--- src/hdl/cct_pkg.sv ---
`timescale 1ns / 1ps

package cct_pkg;

  localparam int unsigned NUM_ELEMENTS = 256;
  localparam int unsigned IDX_W        = $clog2(NUM_ELEMENTS);
  localparam int unsigned SCAN_CNT_W   = $clog2(NUM_ELEMENTS + 1);

  localparam int unsigned ELEM_W       = 8;
  localparam int unsigned COMP_W       = 8;
  localparam int unsigned ID_CNT_W     = 9;
  localparam logic [ID_CNT_W-1:0] ID_CNT_MAX = '1;

  typedef enum logic [1:0] {
    MODE_ADD,
    MODE_CONNECT,
    MODE_QUERY,
    MODE_SAME
  } mode_e;

  typedef enum logic [1:0] {
    STATUS_OK,
    STATUS_PRESENT,
    STATUS_MISSING
  } status_e;

  typedef enum logic [1:0] {
    ST_IDLE,
    ST_LOOKUP,
    ST_SCAN,
    ST_RESP
  } state_e;

endpackage

--- src/hdl/connected_component_tracker.sv ---
`timescale 1ns / 1ps

// Quick-find union-find over a table of element slots.
// Input channel: one word per operation (mode_i, elem_a_i, elem_b_i), taken when
// in_valid_i is high and in_stall_o is low. Output channel: one word per operation
// (status_o, comp_id_o, found_o, same_o), taken when out_valid_o is high and
// out_stall_i is low.
// Add, query, same-component and a connect that needs no relabeling raise
// out_valid_o after the table read registered at the accepting edge, evaluation
// in ST_LOOKUP and the load of the output register in ST_RESP.
// A connect that merges two components scans every slot through one of the two
// read ports of the component memory, one slot per cycle, relabeling each slot
// of the merged component before it goes to ST_RESP.
// The block works on one operation at a time; the next word can be taken in the
// cycle after the result is loaded into the output register.
// Reset clears all slot valid bits and the id counter at once; there is no
// clearing pass, so the first word can be taken in the cycle after reset.
// While the receiver stalls, the output word holds; a finished result then waits
// in the block and no new word is taken until the output register is free.
module connected_component_tracker (
  input  logic                        clk_i,
  input  logic                        rst_ni,
  input  logic                        in_valid_i,
  output logic                        in_stall_o,
  input  logic [1:0]                  mode_i,
  input  logic [cct_pkg::ELEM_W-1:0]  elem_a_i,
  input  logic [cct_pkg::ELEM_W-1:0]  elem_b_i,
  output logic                        out_valid_o,
  input  logic                        out_stall_i,
  output logic [1:0]                  status_o,
  output logic [cct_pkg::COMP_W-1:0]  comp_id_o,
  output logic                        found_o,
  output logic                        same_o
);

  localparam int unsigned NUM   = cct_pkg::NUM_ELEMENTS;
  localparam int unsigned IDX_W = cct_pkg::IDX_W;
  localparam int unsigned CNT_W = cct_pkg::SCAN_CNT_W;
  localparam int unsigned EW    = cct_pkg::ELEM_W;
  localparam int unsigned CW    = cct_pkg::COMP_W;
  localparam int unsigned IDW   = cct_pkg::ID_CNT_W;

  cct_pkg::state_e  state_q, state_d;
  cct_pkg::mode_e   mode_q, mode_d;
  logic [EW-1:0]    a_q, a_d, b_q, b_d;
  logic [IDW-1:0]   next_id_q, next_id_d;
  logic [NUM-1:0]   valid_q, valid_d;
  logic [CW-1:0]    keep_q, keep_d, gone_q, gone_d;
  logic [CNT_W-1:0] scan_q, scan_d;
  logic [IDX_W-1:0] scan_addr_q, scan_addr_d;
  logic             pend_q, pend_d;

  cct_pkg::status_e res_status_q, res_status_d;
  logic [CW-1:0]    res_comp_q, res_comp_d;
  logic             res_found_q, res_found_d;
  logic             res_same_q, res_same_d;

  logic             out_valid_q, out_valid_d;
  cct_pkg::status_e out_status_q, out_status_d;
  logic [CW-1:0]    out_comp_q, out_comp_d;
  logic             out_found_q, out_found_d;
  logic             out_same_q, out_same_d;

  // Component id memory: one write port, two registered read ports.
  logic [CW-1:0]    comp_mem [NUM];
  logic             mem_we;
  logic [IDX_W-1:0] mem_waddr;
  logic [CW-1:0]    mem_wdata;
  logic [IDX_W-1:0] rd0_addr, rd1_addr;
  logic [CW-1:0]    rd0_q, rd1_q;

  logic             in_stall;
  logic             a_ok, b_ok, va, vb;
  logic [IDX_W-1:0] a_idx, b_idx;

  always_ff @(posedge clk_i) begin
    if (mem_we) begin
      comp_mem[mem_waddr] <= mem_wdata;
    end
    rd0_q <= comp_mem[rd0_addr];
    rd1_q <= comp_mem[rd1_addr];
  end

  assign a_ok  = 32'(a_q) < NUM;
  assign b_ok  = 32'(b_q) < NUM;
  assign a_idx = IDX_W'(a_q);
  assign b_idx = IDX_W'(b_q);
  assign va    = a_ok && valid_q[a_idx];
  assign vb    = b_ok && valid_q[b_idx];

  always_ff @(posedge clk_i or negedge rst_ni) begin
    if (!rst_ni) begin
      state_q     <= cct_pkg::ST_IDLE;
      next_id_q   <= '0;
      valid_q     <= '0;
      pend_q      <= 1'b0;
      out_valid_q <= 1'b0;
    end else begin
      state_q     <= state_d;
      next_id_q   <= next_id_d;
      valid_q     <= valid_d;
      pend_q      <= pend_d;
      out_valid_q <= out_valid_d;
    end
  end

  always_ff @(posedge clk_i) begin
    mode_q       <= mode_d;
    a_q          <= a_d;
    b_q          <= b_d;
    keep_q       <= keep_d;
    gone_q       <= gone_d;
    scan_q       <= scan_d;
    scan_addr_q  <= scan_addr_d;
    res_status_q <= res_status_d;
    res_comp_q   <= res_comp_d;
    res_found_q  <= res_found_d;
    res_same_q   <= res_same_d;
    out_status_q <= out_status_d;
    out_comp_q   <= out_comp_d;
    out_found_q  <= out_found_d;
    out_same_q   <= out_same_d;
  end

  always_comb begin
    state_d      = state_q;
    mode_d       = mode_q;
    a_d          = a_q;
    b_d          = b_q;
    next_id_d    = next_id_q;
    valid_d      = valid_q;
    keep_d       = keep_q;
    gone_d       = gone_q;
    scan_d       = scan_q;
    scan_addr_d  = scan_addr_q;
    pend_d       = pend_q;
    res_status_d = res_status_q;
    res_comp_d   = res_comp_q;
    res_found_d  = res_found_q;
    res_same_d   = res_same_q;
    out_valid_d  = out_valid_q && out_stall_i;
    out_status_d = out_status_q;
    out_comp_d   = out_comp_q;
    out_found_d  = out_found_q;
    out_same_d   = out_same_q;
    mem_we       = 1'b0;
    mem_waddr    = scan_addr_q;
    mem_wdata    = keep_q;
    rd0_addr     = IDX_W'(elem_a_i);
    rd1_addr     = IDX_W'(elem_b_i);
    in_stall     = 1'b1;

    unique case (state_q)
      cct_pkg::ST_IDLE: begin
        in_stall = 1'b0;
        if (in_valid_i) begin
          mode_d  = cct_pkg::mode_e'(mode_i);
          a_d     = elem_a_i;
          b_d     = elem_b_i;
          state_d = cct_pkg::ST_LOOKUP;
        end
      end

      cct_pkg::ST_LOOKUP: begin
        res_status_d = cct_pkg::STATUS_OK;
        res_comp_d   = '0;
        res_found_d  = 1'b0;
        res_same_d   = 1'b0;
        state_d      = cct_pkg::ST_RESP;
        unique case (mode_q)
          cct_pkg::MODE_ADD: begin
            if (!a_ok) begin
              res_status_d = cct_pkg::STATUS_MISSING;
            end else if (valid_q[a_idx]) begin
              res_status_d = cct_pkg::STATUS_PRESENT;
            end else begin
              mem_we         = 1'b1;
              mem_waddr      = a_idx;
              mem_wdata      = next_id_q[CW-1:0];
              valid_d[a_idx] = 1'b1;
              res_comp_d     = next_id_q[CW-1:0];
              if (next_id_q != cct_pkg::ID_CNT_MAX) begin
                next_id_d = next_id_q + IDW'(1);
              end
            end
          end
          cct_pkg::MODE_CONNECT: begin
            if (!va || !vb) begin
              res_status_d = cct_pkg::STATUS_MISSING;
            end else if (rd0_q != rd1_q) begin
              keep_d  = rd0_q;
              gone_d  = rd1_q;
              scan_d  = '0;
              pend_d  = 1'b0;
              state_d = cct_pkg::ST_SCAN;
            end
          end
          cct_pkg::MODE_QUERY: begin
            res_found_d = va;
            res_comp_d  = va ? rd0_q : '0;
          end
          cct_pkg::MODE_SAME: begin
            res_same_d = va && vb && (rd0_q == rd1_q);
          end
        endcase
      end

      cct_pkg::ST_SCAN: begin
        // Read slot scan_q now; its data returns next cycle tagged by scan_addr_q.
        rd0_addr = scan_q[IDX_W-1:0];
        if (pend_q && valid_q[scan_addr_q] && (rd0_q == gone_q)) begin
          mem_we    = 1'b1;
          mem_waddr = scan_addr_q;
          mem_wdata = keep_q;
        end
        if (scan_q != CNT_W'(NUM)) begin
          scan_d      = scan_q + CNT_W'(1);
          scan_addr_d = scan_q[IDX_W-1:0];
          pend_d      = 1'b1;
        end else begin
          pend_d  = 1'b0;
          state_d = cct_pkg::ST_RESP;
        end
      end

      cct_pkg::ST_RESP: begin
        if (!out_valid_q || !out_stall_i) begin
          out_valid_d  = 1'b1;
          out_status_d = res_status_q;
          out_comp_d   = res_comp_q;
          out_found_d  = res_found_q;
          out_same_d   = res_same_q;
          state_d      = cct_pkg::ST_IDLE;
        end
      end
    endcase
  end

  assign in_stall_o  = in_stall;
  assign out_valid_o = out_valid_q;
  assign status_o    = out_status_q;
  assign comp_id_o   = out_comp_q;
  assign found_o     = out_found_q;
  assign same_o      = out_same_q;

endmodule

--- config.mk ---
export PLATFORM = sky130hd
export DESIGN_NAME = connected_component_tracker
export DESIGN_NICKNAME = d
export VERILOG_FILES = /design/src/hdl/cct_pkg.sv /design/src/hdl/connected_component_tracker.sv
export SDC_FILE = /design/constraint.sdc
export NUM_CORES = 2
export LEC_CHECK = 0
export BUFFER_PORTS_ARGS = -buffer_cell sky130_fd_sc_hd__buf_4
export CAP_MARGIN = 0
export CORE_ASPECT_RATIO = 0.9
export CORE_MARGIN = 2
export CORE_UTILIZATION = 47
export DETAILED_ROUTE_END_ITERATION = 7
export MAX_ROUTING_LAYER = met4
export PLACE_DENSITY = 0.71
export SYNTH_ARGS = -nofsm -noshare
export SYNTH_HDL_FRONTEND = slang
export SYNTH_SLANG_ARGS = --single-unit
--- constraint.sdc ---
create_clock -name clk_i -period 4.8 [get_ports clk_i]
set_input_delay 0.24 -clock clk_i [delete_from_list [all_inputs] [get_ports clk_i]]
set_output_delay 0.24 -clock clk_i [all_outputs]
set_load 0.02 [all_outputs]
==> metrics.md <==
| Metric | Value |
|---|---|
| Final period util | 99.17% |
| GRT Residual Overflow | 0 |
| DR pass1 iterations | 7 |
| Setup-failing EPs final | 0 |
| Postcts setup bufs | 0 |
| Number of distinct library cells after synthesis | 79 |
| Core footprint | 246800 sq um |
| Placed inst area | 123200 sq um |
| Endpoints failing hold | 0 |
| Outcome | finished clean |
| Buf/Inv on CP | 4 |
| Design Power | slightly below 60 mW |
| Top Ports | 36 |
| Die Y-Extent | about 480 microns |
| DRT antenna net count | 0 |
| Peak per-stage delay on the critical path | 0.80 ns |
| CTS sink count | 2408 |
| Clock Latency Late Sink | 0.95 ns |
| Async set-reset flop share out of synthesis | 11.17% |
| # fillers | ~19000 |
| Drt total wl | 360400 microns |
| Worst VDD drop | 375.4 uV |
| Total track usage | 29.34% |
| Synth Flop Type | edfxtp_1 |
| Post-synthesis register bit count | around 2400 |
| Average size of a mapped cell | 18.25 sq um |
| Row count | 173 |
| WS Path Type | flop to flop |
| Worst slew pin tran | 1.363 ns |
| Setup TNS | 0 ns |
| Synthesized area | 116600 sq um |
| Tmin final | approximately 4.8 ns |
| Share of the synthesized area in the top cell type | 54.67% |
| Share of layout cells above drive strength 1 | 34.61% |
| Largest net degree at the start of global routing | 135 |
| Post-synthesis net count | 6421 |
| Via count | between 70000 and 80000 |
| Max cap viols | 0 |
| DRC | 0 |
| H-tree depth | 4 |
| Cell accounting for the most synthesized area | edfxtp_1 |
| Synth warn | 0 |
| Vias in the first global route | 69830 |
| Cells along the critical path | buf_4 -> nor2_1 -> a22o_1 -> a211o_1 -> a21boi_0 -> nor4_1 -> a32oi_1 -> nor3_2 -> buf_4 -> a32oi_4 -> buf_12 -> buf_12 -> nor2_1 |
| Worst slew margin | 9.148% |
| Max Clock Freq | about 210 MHz |
| Gpl congestion | just under 1 |
| Crit path DAT | 5.29 ns |
| Starting Density | a little under half |
| Critical Path Fanout Max | 22 |
| Die X | roughly 530 microns |
| Critical path's top delay family | simple AND/OR/NAND/NOR gates |
| First-pass GRT wire length | 518500 microns |
| Final Max Tran Viols | 0 |
| CP max stage cell | edfxtp_1 |
| Fin nets | 6549 |
| Via/cell ratio | 7.139 |
| Post-Syn Instances | 6390 |
| Min-Delay Path Class | input port to flop |
| Total power divided by cell area | 447.4 nW/um^2 |
| Routed length per instance | about 36 microns |
| Antenna violations before repair | 15 |
| Worst EP required | 5.33 ns |
| Post-synth EDFFs | 2123 |
| CTS buffer count | 236 |
| DP HPWL | roughly 240000 microns |
| Clk_skew | 0.06780 ns |
| I/O Buffers | 35 |
| CTS root buffer | clkbuf_16 |
| Critical Path End Type | flop |
| CTS clk-pin slew, worst paths | approximately 0.06 ns |
| DRT iter0 DRCs | ~12000 |
| Sequential cell area fraction in the yosys report | 60.72% |
| Worst setup SP type | flop |
| Unrepaired setup endpoints after global routing | true |
| Longest Clk Path Bufs | 4 |
| Lkg Pwr | 43.34 nW |
| Synth-to-Final Area Change | 12.55% |
| CTS tree | yes |
| Top cells by area, synth | edfxtp_1, mux4_2, dfrtp_1 |
| Area of the die | ~250000 sq um |
| Post-route cell area | 131200 sq um |
## state kept, by name (all words and copies together) (netlist names), 2 cells and up
name and flops:
comp_mem 2048, valid_q 256, next_id_q 9, scan_q 9
a_idx 8, b_idx 8, comp_id_o 8, gone_q 8
keep_q 8, rd0_q 8, rd1_q 8, res_comp_q 8
scan_addr_q 8, mode_q 2, res_status_q 2, state_q 2
status_o 2
## timing repair
item / 4_1_cts / 5_1_grt
setup endpoints to repair: 0 / 1369
endpoints found under the hold margin: 184 / 0
hold buffers: 21 / 0
resized for setup: 0 / 97
## worst paths after layout
check | start | end | slack [ns] | cells past startpoint
worst max-delay path | scan_addr_q[1]$_DFFE_PP_ | comp_mem[41][7]$_DFFE_PP_ | 0.04 | 13
worst min-delay path | elem_b_i[4] | b_idx[4]$_DFFE_PP_ | 0.06 | 2
worst max register to register | scan_addr_q[1]$_DFFE_PP_ | comp_mem[41][7]$_DFFE_PP_ | 0.04 | 13
worst min register to register | res_comp_q[4]$_DFFE_PP_ | comp_id_o[4]$_DFFE_PP_ | 0.41 | 0
max in group asynchronous | rst_ni | valid_q[53]$_DFFE_PN0P_ | 3.50 | 4
min in group asynchronous | rst_ni | valid_q[84]$_DFFE_PN0P_ | 0.51 | 4
## metal layers
| metal | global-route usage (%) | vias to the layer above | part of all wire, % |
|---|---|---|---|
| met4 | 11.65 | 0 | 4.6 |
| met5 | - | - | 0 |
| met3 | 8.774 | 828 | 14 |
| met1 | 39.98 | 37340 | 36 |
| li1 | - | 27190 | - |
| met2 | 41.50 | 5760 | 45 |
## synth_stat cells, types with 4 or more instances
library cell,count
a2111oi_0,5
a211oi_1,172
a21o_1,147
a21oi_1,87
a22o_1,13
a22oi_1,54
a311oi_1,66
a31o_2,29
a31oi_1,68
and2_1,133
and3_1,6
and3b_1,4
buf_1,114
buf_12,4
buf_2,77
buf_4,20
buf_6,14
clkbuf_1,303
dfrtp_1,269
dfxtp_1,16
edfxtp_1,2123
ha_1,9
inv_1,32
mux2_2,31
mux2i_1,173
mux4_2,1344
nand2_1,353
nand2b_1,13
nand3_1,42
nand3b_1,6
nand4_1,19
nand4b_1,6
nor2_1,307
nor2_2,59
nor2b_1,25
nor3_1,25
nor4_1,11
o21ai_0,8
o21bai_1,84
o22ai_1,20
or3_1,22
xnor2_1,12
xor2_1,15
## cell usage in the layout (no fill, tap or decap), types with 19 or more instances in the layout
cell / synthesis / layout
a211oi_1: 172 / 170
a21o_1: 147 / 147
a21oi_1: 87 / 83
a22oi_1: 54 / 52
a311oi_1: 66 / 66
a31o_2: 29 / 29
a31oi_1: 68 / 68
and2_1: 133 / 133
buf_12: 4 / 120
buf_4: 20 / 275
bufinv_16: 0 / 25
clkbuf_1: 303 / 51
clkbuf_16: 0 / 238
clkinv_1: 1 / 50
clkinv_2: 0 / 42
dfrtp_1: 269 / 269
dlygate4sd3_1: 0 / 20
edfxtp_1: 2123 / 2123
inv_1: 32 / 32
mux2_2: 31 / 22
mux2i_1: 173 / 163
mux4_2: 1344 / 1344
nand2_1: 353 / 352
nand3_1: 42 / 42
nand4_1: 19 / 19
nor2_1: 307 / 222
nor2_2: 59 / 144
nor2b_1: 25 / 23
nor3_1: 25 / 25
o21bai_1: 84 / 84
o22ai_1: 20 / 20
or3_1: 22 / 22
## power breakdown
| group | switching [mW] | internal, mW |
|---|---|---|
| Sequential | 0.625 | 23.7 |
| Combinational | 9.61 | 6.23 |
| Clock | 8.15 | 10.4 |
## through the flow
stage	hold WS, ns	instances	setup WS [ns]	util [%]
6_report	0.06164	9962	0.04008	53.19
5_1_grt	0.06799	9962	-0.03568	53.19
4_1_cts	0.02545	9948	0.006456	53.07
3_5_place_dp	0.2581	9496	0.005139	49.92
3_3_place_gp	0.2511	9495	0.02555	49.91
2_1_floorplan	-0.05559	6390	-0.2520	-
## kinds of logic after synthesis
| logic type | count (synthesis) | synth area share [%] |
|---|---|---|
| xor gates and xnor gates | 27 | 0.2028 |
| muxes | 1548 | 27.74 |
| adders and majority gates | 9 | 0.09657 |
| buffers and inverters | 567 | 2.128 |
| DFF | 2408 | 60.72 |
| and+or+nand+nor | 1055 | 4.260 |
| AOI/OAI and AO/OA | 776 | 4.855 |
## layout make-up
cell class	instances	area (sq um)	share of cell area [%]
antenna	14	35.03	0.02669
clock buffer	289	6147	4.684
clock inverter	142	1398	1.065
inverter	34	127.6	0.09724
multi-input combinational	3415	43900	33.45
sequential	2408	70800	53.95
tap	3237	4050	3.086
timing repair buffer	423	4788	3.648
Note: power is estimated with default switching activity, not from simulation.
